==> config.mk <==
export PLATFORM = sky130hd
export DESIGN_NAME = dual_seven_segment_scan_driver
export DESIGN_NICKNAME = d
export VERILOG_FILES = /design/src/rtl/core/dssd_pkg.sv /design/src/rtl/core/dssd_bcd_split.sv /design/src/rtl/core/dual_seven_segment_scan_driver.sv
export SDC_FILE = /design/constraint.sdc
export NUM_CORES = 1
export LEC_CHECK = 0
export ABC_AREA = 1
export BUFFER_PORTS_ARGS = -buffer_cell sky130_fd_sc_hd__buf_2
export CAP_MARGIN = 5
export CORE_MARGIN = 3
export CORE_UTILIZATION = 56
export CTS_BUF_LIST = sky130_fd_sc_hd__clkbuf_4
export DETAILED_ROUTE_END_ITERATION = 7
export GPL_TIMING_DRIVEN = 0
export PLACE_DENSITY = 0.74
export SLEW_MARGIN = 20
export SYNTH_ARGS = -nofsm -noshare
export SYNTH_HDL_FRONTEND = slang
export SYNTH_SLANG_ARGS = --single-unit
==> constraint.sdc <==
create_clock -name clock -period 7.5 [get_ports clock]
set_clock_uncertainty 0.1 [all_clocks]
set_input_delay 1.5 -clock clock [delete_from_list [all_inputs] [get_ports clock]]
set_output_delay 1.5 -clock clock [all_outputs]
set_load 0.05 [all_outputs]
==> src/rtl/core/dssd_pkg.sv <==
package dssd_pkg;

   // Digits per display side
   localparam int DIGIT_COUNT = 3;

   // Column counter width; at least one bit so a one-digit build still has a counter
   localparam int COL_W = (DIGIT_COUNT > 1) ? $clog2(DIGIT_COUNT) : 1;
   // Common width for comparing the column against the 2-bit dot registers
   localparam int CMP_W = (COL_W > 2) ? COL_W : 2;

   localparam int VALUE_W     = 16;
   localparam int RECIP_SHIFT = 32;
   localparam int RECIP_W     = 29;

   localparam int TABLE_DEPTH = 12;
   localparam int DOT_INDEX   = 10;

   localparam logic [7:0] GLYPH_P = 8'(159 - 16);
   localparam logic [7:0] GLYPH_O = 8'd212;

   localparam logic [7:0] LEFT_TABLE [TABLE_DEPTH] = '{
      8'd95, 8'd65, 8'd157, 8'd217, 8'd195, 8'd218,
      8'd222, 8'd73, 8'd223, 8'd219, 8'd32, 8'd0
   };
   localparam logic [7:0] RIGHT_TABLE [TABLE_DEPTH] = '{
      8'd219, 8'd24, 8'd179, 8'd186, 8'd120, 8'd234,
      8'd235, 8'd152, 8'd251, 8'd250, 8'd4, 8'd0
   };

   typedef logic [3:0] digit_type;
   typedef logic [7:0] segment_type;

   typedef enum logic [1:0] {
      OP_TICK      = 2'd0,
      OP_SET_LEFT  = 2'd1,
      OP_SET_RIGHT = 2'd2,
      OP_SHOW_PO   = 2'd3
   } operation_type;

   // CSR register indexes, decoded from the word address
   typedef enum logic {
      CSR_LEFT_DOT  = 1'b0,
      CSR_RIGHT_DOT = 1'b1
   } csr_index_type;

   typedef struct packed {
      logic [1:0]         operation;
      logic [VALUE_W-1:0] value;
   } req_payload_type;

   typedef struct packed {
      logic [7:0] right_segments;
      logic [7:0] left_segments;
      logic [1:0] active_column;
   } rsp_payload_type;

   // 10 to the power n, evaluated at elaboration
   function automatic longint unsigned pow10(input int n);
      longint unsigned acc;
      acc = 1;
      for (int k = 0; k < n; k++) begin
         acc = acc * 10;
      end
      return acc;
   endfunction

endpackage

==> src/rtl/core/dssd_bcd_split.sv <==
module dssd_bcd_split
   import dssd_pkg::*;
(
   input  logic [VALUE_W-1:0] value,
   output digit_type          digits [DIGIT_COUNT]   // index 0 is the ones digit
);

   // quot[i] = value / 10^i, quot[0] = value
   logic [VALUE_W-1:0] quot [DIGIT_COUNT+1];

   assign quot[0] = value;

   for (genvar i = 1; i <= DIGIT_COUNT; i++) begin : g_quot
      localparam longint unsigned DIV = pow10(i);
      if (DIV > longint'(2**VALUE_W - 1)) begin : g_zero
         assign quot[i] = '0;
      end else begin : g_recip
         // ceil(2^32 / DIV); exact for any 16-bit value since error * value < 2^32
         localparam longint unsigned RECIP =
            ((longint'(1) << RECIP_SHIFT) + DIV - 1) / DIV;
         logic [VALUE_W+RECIP_W-1:0] prod;
         assign prod    = VALUE_W'(value) * RECIP_W'(RECIP);
         assign quot[i] = VALUE_W'(prod >> RECIP_SHIFT);
      end
   end

   for (genvar i = 0; i < DIGIT_COUNT; i++) begin : g_digit
      logic [VALUE_W-1:0] rem;
      // quot[i] - 10 * quot[i+1], shift-add form
      assign rem       = quot[i] - ((quot[i+1] << 3) + (quot[i+1] << 1));
      assign digits[i] = rem[3:0];
   end

endmodule

==> src/rtl/core/dual_seven_segment_scan_driver.sv <==
// Dual three-digit seven-segment scan driver.
//
// Requests arrive on req_* (valid/stall, accepted when req_valid is high and
// req_stall is low). A set-left or set-right request stores the low decimal
// digits of value as segment patterns for that side; show-PO loads the "P"
// and "O" glyphs into the left side. These produce no response. A tick
// request advances the scan column (wrapping at the digit count) and emits
// one response on rsp_* with both sides' segment bytes for the new column,
// decimal point merged in, and the enabled column index.
//
// Timing: a request is held in the input register, where the digit split and
// table lookups run; a tick response then moves into the output register,
// which drives rsp_valid. One request per cycle is taken while req_stall is
// low; the rate is set by the single input/output register pair.
// When rsp_stall holds a response, set requests still drain; a tick waits in
// the input register and req_stall rises until the output register frees.
// Reset (synchronous, active high) blanks both stores, sets column 0, and
// sets both dot registers to 3 (no dot). Dot registers are written over the
// csr_* APB port at byte addresses 0 (left) and 4 (right).
module dual_seven_segment_scan_driver
   import dssd_pkg::*;
(
   input  logic            clock,
   input  logic            reset,

   input  logic            req_valid,
   output logic            req_stall,
   input  req_payload_type req_payload,

   output logic            rsp_valid,
   input  logic            rsp_stall,
   output rsp_payload_type rsp_payload,

   input  logic            csr_psel,
   input  logic            csr_penable,
   input  logic            csr_pwrite,
   input  logic [2:0]      csr_paddr,
   input  logic [31:0]     csr_pwdata,
   output logic [31:0]     csr_prdata,
   output logic            csr_pready
);

   // ---------------- CSRs ----------------
   logic [1:0] left_dot_ff,  left_dot_in;
   logic [1:0] right_dot_ff, right_dot_in;
   logic       csr_write;
   csr_index_type csr_index;

   assign csr_pready = 1'b1;
   assign csr_write  = csr_psel && csr_penable && csr_pwrite && csr_pready;
   assign csr_index  = csr_index_type'(csr_paddr[2]);

   always_comb begin
      left_dot_in  = left_dot_ff;
      right_dot_in = right_dot_ff;
      if (csr_write) begin
         unique case (csr_index)
            CSR_LEFT_DOT:  left_dot_in  = csr_pwdata[1:0];
            CSR_RIGHT_DOT: right_dot_in = csr_pwdata[1:0];
         endcase
      end
   end

   always_comb begin
      unique case (csr_index)
         CSR_LEFT_DOT:  csr_prdata = {30'd0, left_dot_ff};
         CSR_RIGHT_DOT: csr_prdata = {30'd0, right_dot_ff};
      endcase
   end

   // ---------------- input register ----------------
   logic               in_valid_ff, in_valid_in;
   operation_type      in_op_ff;
   logic [VALUE_W-1:0] in_value_ff;
   logic               rsp_valid_ff, rsp_valid_in;
   logic               req_accept;
   logic               out_free;
   logic               is_tick;
   logic               advance;

   assign is_tick    = (in_op_ff == OP_TICK);
   assign out_free   = !rsp_valid_ff || !rsp_stall;
   // set/PO requests never need the output register
   assign advance    = in_valid_ff && (!is_tick || out_free);
   assign req_stall  = in_valid_ff && !advance;
   assign req_accept = req_valid && !req_stall;

   always_comb begin
      in_valid_in = in_valid_ff;
      if (req_accept) begin
         in_valid_in = 1'b1;
      end else if (advance) begin
         in_valid_in = 1'b0;
      end
   end

   // ---------------- digit stores and scan ----------------
   digit_type   digits [DIGIT_COUNT];
   segment_type left_store_ff  [DIGIT_COUNT];
   segment_type left_store_in  [DIGIT_COUNT];
   segment_type right_store_ff [DIGIT_COUNT];
   segment_type right_store_in [DIGIT_COUNT];
   logic [COL_W-1:0] scan_ff, scan_in, next_col;

   dssd_bcd_split u_bcd_split (
      .value  (in_value_ff),
      .digits (digits)
   );

   assign next_col = (scan_ff == COL_W'(DIGIT_COUNT - 1)) ? '0 : scan_ff + 1'b1;

   always_comb begin
      left_store_in  = left_store_ff;
      right_store_in = right_store_ff;
      scan_in        = scan_ff;
      if (advance) begin
         unique case (in_op_ff)
            OP_TICK: begin
               scan_in = next_col;
            end
            OP_SET_LEFT: begin
               // column 0 is the most significant digit
               for (int c = 0; c < DIGIT_COUNT; c++) begin
                  left_store_in[c] = LEFT_TABLE[digits[DIGIT_COUNT-1-c]];
               end
            end
            OP_SET_RIGHT: begin
               for (int c = 0; c < DIGIT_COUNT; c++) begin
                  right_store_in[c] = RIGHT_TABLE[digits[DIGIT_COUNT-1-c]];
               end
            end
            OP_SHOW_PO: begin
               for (int c = 0; c < DIGIT_COUNT; c++) begin
                  left_store_in[c] = '0;
               end
               left_store_in[0] = GLYPH_P;
               if (DIGIT_COUNT > 1) begin
                  left_store_in[1 % DIGIT_COUNT] = GLYPH_O;
               end
            end
         endcase
      end
   end

   // ---------------- output register ----------------
   rsp_payload_type rsp_payload_ff, rsp_payload_in;
   segment_type     left_seg, right_seg;

   always_comb begin
      left_seg  = left_store_ff[next_col];
      right_seg = right_store_ff[next_col];
      if (CMP_W'(next_col) == CMP_W'(left_dot_ff)) begin
         left_seg = left_seg | LEFT_TABLE[DOT_INDEX];
      end
      if (CMP_W'(next_col) == CMP_W'(right_dot_ff)) begin
         right_seg = right_seg | RIGHT_TABLE[DOT_INDEX];
      end
   end

   always_comb begin
      rsp_payload_in                = rsp_payload_ff;
      rsp_valid_in                  = rsp_valid_ff;
      if (advance && is_tick) begin
         rsp_valid_in                 = 1'b1;
         rsp_payload_in.right_segments = right_seg;
         rsp_payload_in.left_segments  = left_seg;
         rsp_payload_in.active_column  = 2'(next_col);
      end else if (rsp_valid_ff && !rsp_stall) begin
         rsp_valid_in = 1'b0;
      end
   end

   assign rsp_valid   = rsp_valid_ff;
   assign rsp_payload = rsp_payload_ff;

   // ---------------- registers ----------------
   always_ff @(posedge clock) begin
      if (reset) begin
         left_dot_ff  <= 2'd3;
         right_dot_ff <= 2'd3;
         in_valid_ff  <= 1'b0;
         rsp_valid_ff <= 1'b0;
         scan_ff      <= '0;
         for (int c = 0; c < DIGIT_COUNT; c++) begin
            left_store_ff[c]  <= '0;
            right_store_ff[c] <= '0;
         end
      end else begin
         left_dot_ff    <= left_dot_in;
         right_dot_ff   <= right_dot_in;
         in_valid_ff    <= in_valid_in;
         rsp_valid_ff   <= rsp_valid_in;
         scan_ff        <= scan_in;
         left_store_ff  <= left_store_in;
         right_store_ff <= right_store_in;
      end
   end

   always_ff @(posedge clock) begin
      if (req_accept) begin
         in_op_ff    <= operation_type'(req_payload.operation);
         in_value_ff <= req_payload.value;
      end
      rsp_payload_ff <= rsp_payload_in;
   end

   // ---------------- assertions ----------------
   a_scan_in_range: assert property (@(posedge clock) disable iff (reset)
      scan_ff < COL_W'(DIGIT_COUNT))
      else $error("scan column out of range");

   a_stall_needs_held_request: assert property (@(posedge clock) disable iff (reset)
      req_stall |-> (in_valid_ff && is_tick && rsp_valid_ff && rsp_stall))
      else $error("request stalled without a blocked tick");

   a_tick_gives_response: assert property (@(posedge clock) disable iff (reset)
      (advance && is_tick) |=> (rsp_valid_ff && rsp_payload_ff.active_column == 2'(scan_ff)))
      else $error("tick did not load matching response");

   a_set_keeps_scan: assert property (@(posedge clock) disable iff (reset)
      (advance && !is_tick) |=> (scan_ff == $past(scan_ff)))
      else $error("set request moved scan column");

endmodule
# After elaboration in Yosys (flattened, before gate mapping)
# Memory sizes are Yosys's and may differ from the RTL's. A register that Yosys moved wholly into a read port is not among the register bits.
# Cells that the tools add are included.
[word_totals] regBits=68 rom_bits=768 input_bits=60 out_inout_bits=53 wordCells=88 n_memories=6
[memory_table] memory="(no name shown)" depth=16 width=8 rd=1 rd_ports_with_merged_regs=1 write_ports=0 line="dual_seven_segment_scan_driver.sv:129" source="right_store_in[c] = RIGHT_TABLE[digits[DIGIT_COUNT-1-c]];"
[memory_table] memory="(no name shown)" depth=16 width=8 rd=1 rd_ports_with_merged_regs=1 write_ports=0 line="dual_seven_segment_scan_driver.sv:129"
[memory_table] memory="(no name shown)" depth=16 width=8 rd=1 rd_ports_with_merged_regs=1 write_ports=0 line="dual_seven_segment_scan_driver.sv:129"
[memory_table] memory="(no name shown)" depth=16 width=8 rd=1 rd_ports_with_merged_regs=0 write_ports=0 line="dual_seven_segment_scan_driver.sv:124" source="left_store_in[c] = LEFT_TABLE[digits[DIGIT_COUNT-1-c]];"
[memory_table] memory="(no name shown)" depth=16 width=8 rd=1 rd_ports_with_merged_regs=0 write_ports=0 line="dual_seven_segment_scan_driver.sv:124"
[memory_table] memory="(no name shown)" depth=16 width=8 rd=1 rd_ports_with_merged_regs=0 write_ports=0 line="dual_seven_segment_scan_driver.sv:124"
[op_classes] addsub=7 mul=3 order_cmp=4 eq_ne=6 mux=19 n_bitwise=5 reduce_logical=23
[ops] operator="$mux W8" count=10
[ops] operator="$pmux W32 S2" count=1
[ops] operator="$pmux W24 S2" count=1
[ops] operator="$mul A16 B26 Y36 const B" count=1
[ops] operator="$mul A16 B28 Y35 const B" count=1
[ops] operator="$bmux W8 S2" count=2
[ops] operator="$mul A16 B20 Y32 const B" count=1
[ops] operator="$ge A5 B5 Y1 const B" count=3
[ops] operator="$not A4 Y5" count=3
[ops] operator="$add A4 B4 Y4" count=3
[ops] operator="$sub A4 B4 Y4" count=3
[ops] operator="$reduce_and A2 Y1" count=5
[ops] operator="$logic_and A1 B1 Y1" count=7
[ops] operator="$eq A2 B2 Y1 const B" count=3
[ops] operator="$reduce_bool A2 Y1" count=3
[ops] operator="$logic_not A1 Y1" count=5
[ops] operator="$eq A2 B2 Y1" count=2
[ops] operator="$mux W1" count=4
[ops] operator="$ge A3 B3 Y1 const B" count=1
[ops] operator="$not A2 Y3" count=1
[ops] operator="$add A2 B1 Y2 const B" count=1
[ops] operator="$eq A2 B1 Y1 const B" count=1
[ops] operator="$logic_not A2 Y1" count=1
[ops] operator="$logic_or A1 B1 Y1" count=2
[ops] operator="other kinds (2)" count=2

# Longest topological paths before layout
[logic_depth] ltp_word=9 mapped_depth=39 ltp_nobuf=39

# Cells and area by module
# A second synthesis with hierarchy kept.
[unflattened] hier_cells=2173 hier_area_um2=18200.0
[modules_own_cells] module="dssd_bcd_split" n_inst=1 cells_per_inst=1679 area_per_inst_um2=13860.8 seq_area_each_um2=0.0
[modules_own_cells] module="dual_seven_segment_scan_driver" n_inst=1 cells_per_inst=494 area_per_inst_um2=4339.2 seq_area_each_um2=2202.1

# Worst setup path before layout
# No wires, ideal clock.
[synth_path] path_type="register to register" startpoint="register in_value_ff[5]" endpoint="register left_store_ff[7] in the netlist's numbering" arrival_time_ns=6.570 required_time_ns=7.329 path_slack_ns=0.759 stages_incl_launch_ff=30 path_buffers=0 period_less_slack_ns=6.741 path_cell_list="edfxtp_1 inv_1 ha_1 inv_1 fa_1 inv_1 fa_1 inv_1 fa_1 inv_1 fa_1 inv_1 fa_1 ha_1 nand2_2 nor2_1 nand3_1 o21a_1 nand2_1 xor2_2 inv_1 ha_1 inv_1 ha_1 or2_2 o21ai_0 inv_1 nand2_1 nand3_1 a21oi_1"
[synth_via] elab_chain_len=8
[synth_lines] element="start: declaration" line="dual_seven_segment_scan_driver.sv:74" source="logic [VALUE_W-1:0] in_value_ff;"
[synth_lines] element="start signal: assignment" line="dual_seven_segment_scan_driver.sv:202" source="in_value_ff <= req_payload.value;"
[synth_lines] element="$mul A16 B28 Y35" line="dssd_bcd_split.sv:22" source="assign prod = VALUE_W'(value) * RECIP_W'(RECIP);"
[synth_lines] element="$add A4 B4 Y4" line="dssd_bcd_split.sv:30" source="assign rem = quot[i] - ((quot[i+1] << 3) + (quot[i+1] << 1));"
[synth_lines] element="$sub A4 B4 Y4" line="dssd_bcd_split.sv:30"
[synth_lines] element="$not A4 Y5 (implied by the code)" line="dual_seven_segment_scan_driver.sv:124"
[synth_lines] element="$mem_v2 Z16 W8"
[synth_lines] element="$mux W8 (implied by the code) (2 in a row)" line="dual_seven_segment_scan_driver.sv:124"
[synth_lines] element="$pmux W24 S2" line="dual_seven_segment_scan_driver.sv:117" source="unique case (in_op_ff)"
[synth_lines] element="end signal: assignment" line="dual_seven_segment_scan_driver.sv:194" source="left_store_ff <= left_store_in;"
[synth_lines] element="end: declaration" line="dual_seven_segment_scan_driver.sv:99" source="segment_type left_store_ff [DIGIT_COUNT];"
# Every way passes these cells. The select of a mux whose other input is x is not followed.
# A chain may end at the register's enable or synchronous reset.

# Final worst setup path
[layout_path] startpoint="register in_value_ff[5]" endpoint="register right_store_ff[17] in the netlist's numbering"
[layout_via] elab_chain_len=4
[layout_lines] element="$mul A16 B20 Y32" line="dssd_bcd_split.sv:22"
[layout_lines] element="$add A4 B4 Y4" line="dssd_bcd_split.sv:30"
[layout_lines] element="$sub A4 B4 Y4 *" line="dssd_bcd_split.sv:30"
[layout_lines] element="$not A4 Y5 (implied by the code) *" line="dual_seven_segment_scan_driver.sv:129"
[layout_lines] element="end: declaration" line="dual_seven_segment_scan_driver.sv:101" source="segment_type right_store_ff [DIGIT_COUNT];"
# Mark *: on every way between the ends. The rest lies on a longest branch, timed or not.

==> run metrics <==
kind of critical path reg -> reg; Synth Area in Simple Gates 15.1%; Critical R2R Launch in_value_ff[5]; CTS clk-pin slew, worst paths 0.16 ns; synthesized flop and latch total 92; FFs w/ async S/R, synth 0%; slowest stage delay, CP roughly 0.6 ns; total gr overflow 0; Post-Syn Area roughly 18000 um2; Post-layout nets approximately 3000; DRT iter0 DRCs 944; Syn. warnings 0; Critical Path Fanout Max 5; largest net degree at the start of global routing 19; via count between 10000 and 15000; Crit. Startpoint in_value_ff[5]; layout cells sized above 1 13.1%; final worst path period need about 7.3 ns; Sink Count 92; largest family of logic cells by synthesized area adder cells; Area Overhead vs Synth 11.0%; antenna viol nets, final 0; reg-to-reg slack, setup roughly 0.16 ns; Gate Count Post-Synth 2192; gr usage total about 28%; Synth top area share between 20% and 30%; crit path buf inv count 6; Synth Area in Adders between 50 and 60%; drt pass-1 iters 8; Port Buf Inserts 48; fmax around 140 MHz; Yosys cell types 52; Final setup viols 0; Seq/Total Area, Yosys 12.0%; Die H 187 um; DR WL met2 between 20000 and 25000 um; vias in the first global route between 15000 and 20000; mux cell area share after synthesis 0%; HP Class reg -> reg; fillcell total roughly 2700; endpoint class of the critical path register; total CTS buffers 9; worst slew margin relative to its limit 51.8%; DR WL/cell 17.7 um; status completed; Hold-fix buffers, CTS 0; Synth Area in Compound Gates 6.86%; gpl congestion roughly 0.95; CTS tree yes; Arrival @ worst endpoint 7.62 ns; Rows between 60 and 70; ys flop type dfxtp_1; reg2reg end right_store_ff[17]; Clock Latency Late Sink 0.47 ns; max cap viols 0; top sig layer met4; setup_tns 0 ns; number of flops mapped to enable cells by yosys 36; number of H-tree levels 3; Yosys top cell by area fa_1; top post-synthesis cells by area fa_1 (26%), ha_1 (24%), inv_1 (12%); DP Wirelength about 40000 um; CP delay by family, top adder cells; final-report max-slew violation count 0; io pins between 100 and 150; Routed WL a little under 50000 um; Post-Syn Area per Cell 8.39 um2; core area roughly 32000 um2; Met3 Wirelength ~3800 um; number of cells on the worst reg-to-reg path 32; Critical-path top delay cell fa_2; required time worst endpoint between 7 and 8 ns; CTS root buf clkbuf_4; crit share post-route between 90 and 100%; Setup crit start kind register; DIE AREA ~35000 um2; wire length on met1 19500 um; Worst path most repeated cell nand2_2; vias per cell about 5.3; die width around 190 um; Initial Util between 50% and 60%; actual slew at the worst max-slew pin around 0.72 ns; Worst path depth 32; Synth Area in XOR/XNOR under 10%; first-pass GRT wire length ~78000 um; # DRC 0; number of hold violations in the final report 0; Worst setup endpoint right_store_ff[17]; antenna violations before repair 2; Max Root-Sink Buffers 2
[registers in the layout, indices dropped and copies added, names as in the netlist]
signal and flops:
in_op_ff 2, in_valid_ff 1, in_value_ff 16, left_dot_ff 2
left_store_ff 24, right_dot_ff 2, right_store_ff 24, rsp_payload 18
rsp_valid 1, scan_ff 2
[repair_timing]
action | CTS | global route
hold endpoints to repair | 0 | 0
pin swaps | 1 | 23
buffers inserted | 46 | 23
gates resized for setup | 12 | 63
setup endpoints to repair | 48 | 45
gates cloned | 0 | 1
[Yosys cell counts (2+ instances only)]
library cell,n
a21boi_0,5
edfxtp_1,36
nand2_4,3
fa_1,242
nor2_2,3
o211ai_1,7
a21oi_2,7
a22oi_1,2
nand3_2,15
inv_1,588
nor3_2,5
or2_2,11
xor2_2,2
conb_1,2
o221ai_1,8
nor4_1,2
o21ai_1,10
nand3b_1,7
xor2_1,7
o21a_1,11
nor3_1,6
nand3_1,84
and3_1,2
ha_1,360
a21o_1,8
nor2_1,68
buf_4,31
o21ai_0,37
clkbuf_1,17
nand2_2,21
nand4_1,15
o21bai_1,8
xnor2_1,16
nand2_1,350
dfxtp_1,56
nand3_4,2
clkinv_1,2
inv_2,12
a21oi_1,111
[placed cells by master (no fill, tap or decap), types with 8 or more instances in the layout]
master and n:
xnor2_1 15, edfxtp_1 36, nand3_1 79, ha_1 349
a21oi_2 12, nor2_1 65, clkbuf_4 10, nand4_1 15
clkbuf_1 17, conb_1 31, o221ai_1 8, inv_1 581
buf_4 95, a21o_1 8, nand3_2 18, o21ai_0 37
o21ai_1 10, buf_2 49, nand2_2 30, fa_1 236
a21oi_1 105, o21a_1 11, nand2_1 338, o21bai_1 8
dfxtp_1 56, or2_2 11, ha_4 9, inv_2 18
[how the worst min path moves through the flow]
stage / startpoint / end / slack (ns) / depth (start not counted)
6_report: left_store_ff[13] / left_store_ff[13] / 0.38 / 2
5_1_grt: left_store_ff[13] / left_store_ff[13] / 0.39 / 2
4_1_cts: left_store_ff[13] / left_store_ff[13] / 0.38 / 2
3_5_place_dp: left_store_ff[20] / left_store_ff[20] / 0.36 / 2
3_3_place_gp: left_store_ff[20] / left_store_ff[20] / 0.35 / 2
2_1_floorplan: scan_ff[0] / scan_ff[0] / 0.35 / 2
[routing by layer]
metal	GRT usage, %	vias to the layer above
met3	4.91	158
met2	47.7	570
met1	35.6	6970
li1	-	7069
met4	13.9	0
met5	0	-
[area by class of cell]
class	count	area [um2]	area share, %
antenna	2	5.00	0.0245
clock buffer	10	75.1	0.368
multi-input combinational	1478	14100	68.9
clock inverter	6	119	0.582
tap	435	544	2.67
inverter	602	2260	11.1
timing repair buffer	119	828	4.06
sequential	92	2200	10.8
buffer	50	313	1.53
[kinds of logic (layout without fill, tap and decap cells)]
kind of cell,count (synthesis),count (layout)
buffers and inverters,652,787
AO/OA/AOI/OAI,218,218
XOR/XNOR,25,25
other,2,33
adder cells (fa/ha/maj),602,602
AND/OR/NAND/NOR,601,602
flip-flops,92,92
[tightest hold or removal path: stages (launching register included)]
cell     delay (ns)
dfxtp_1        0.34
nand2_1        0.06
a21oi_1        0.05
[through the flow]
stage / setup WS [ns] / instance area [um2] / cells / hold WS, ns / util (%)
floorplan: 0.759 / 18500 / 2221 / 0.345 / -
global placement: -0.542 / 19300 / 2704 / 0.353 / 60.3
detailed placement: -0.622 / 19300 / 2706 / 0.357 / 60.5
CTS: 0.0166 / 19900 / 2768 / 0.377 / 62.4
global route: -0.154 / 20400 / 2793 / 0.390 / 63.9
finish: 0.163 / 20400 / 2794 / 0.379 / 63.9
Power is left out: the tool's default activity adds up to more than one toggle a clock period on the data nets, which glitch-free logic cannot reach.
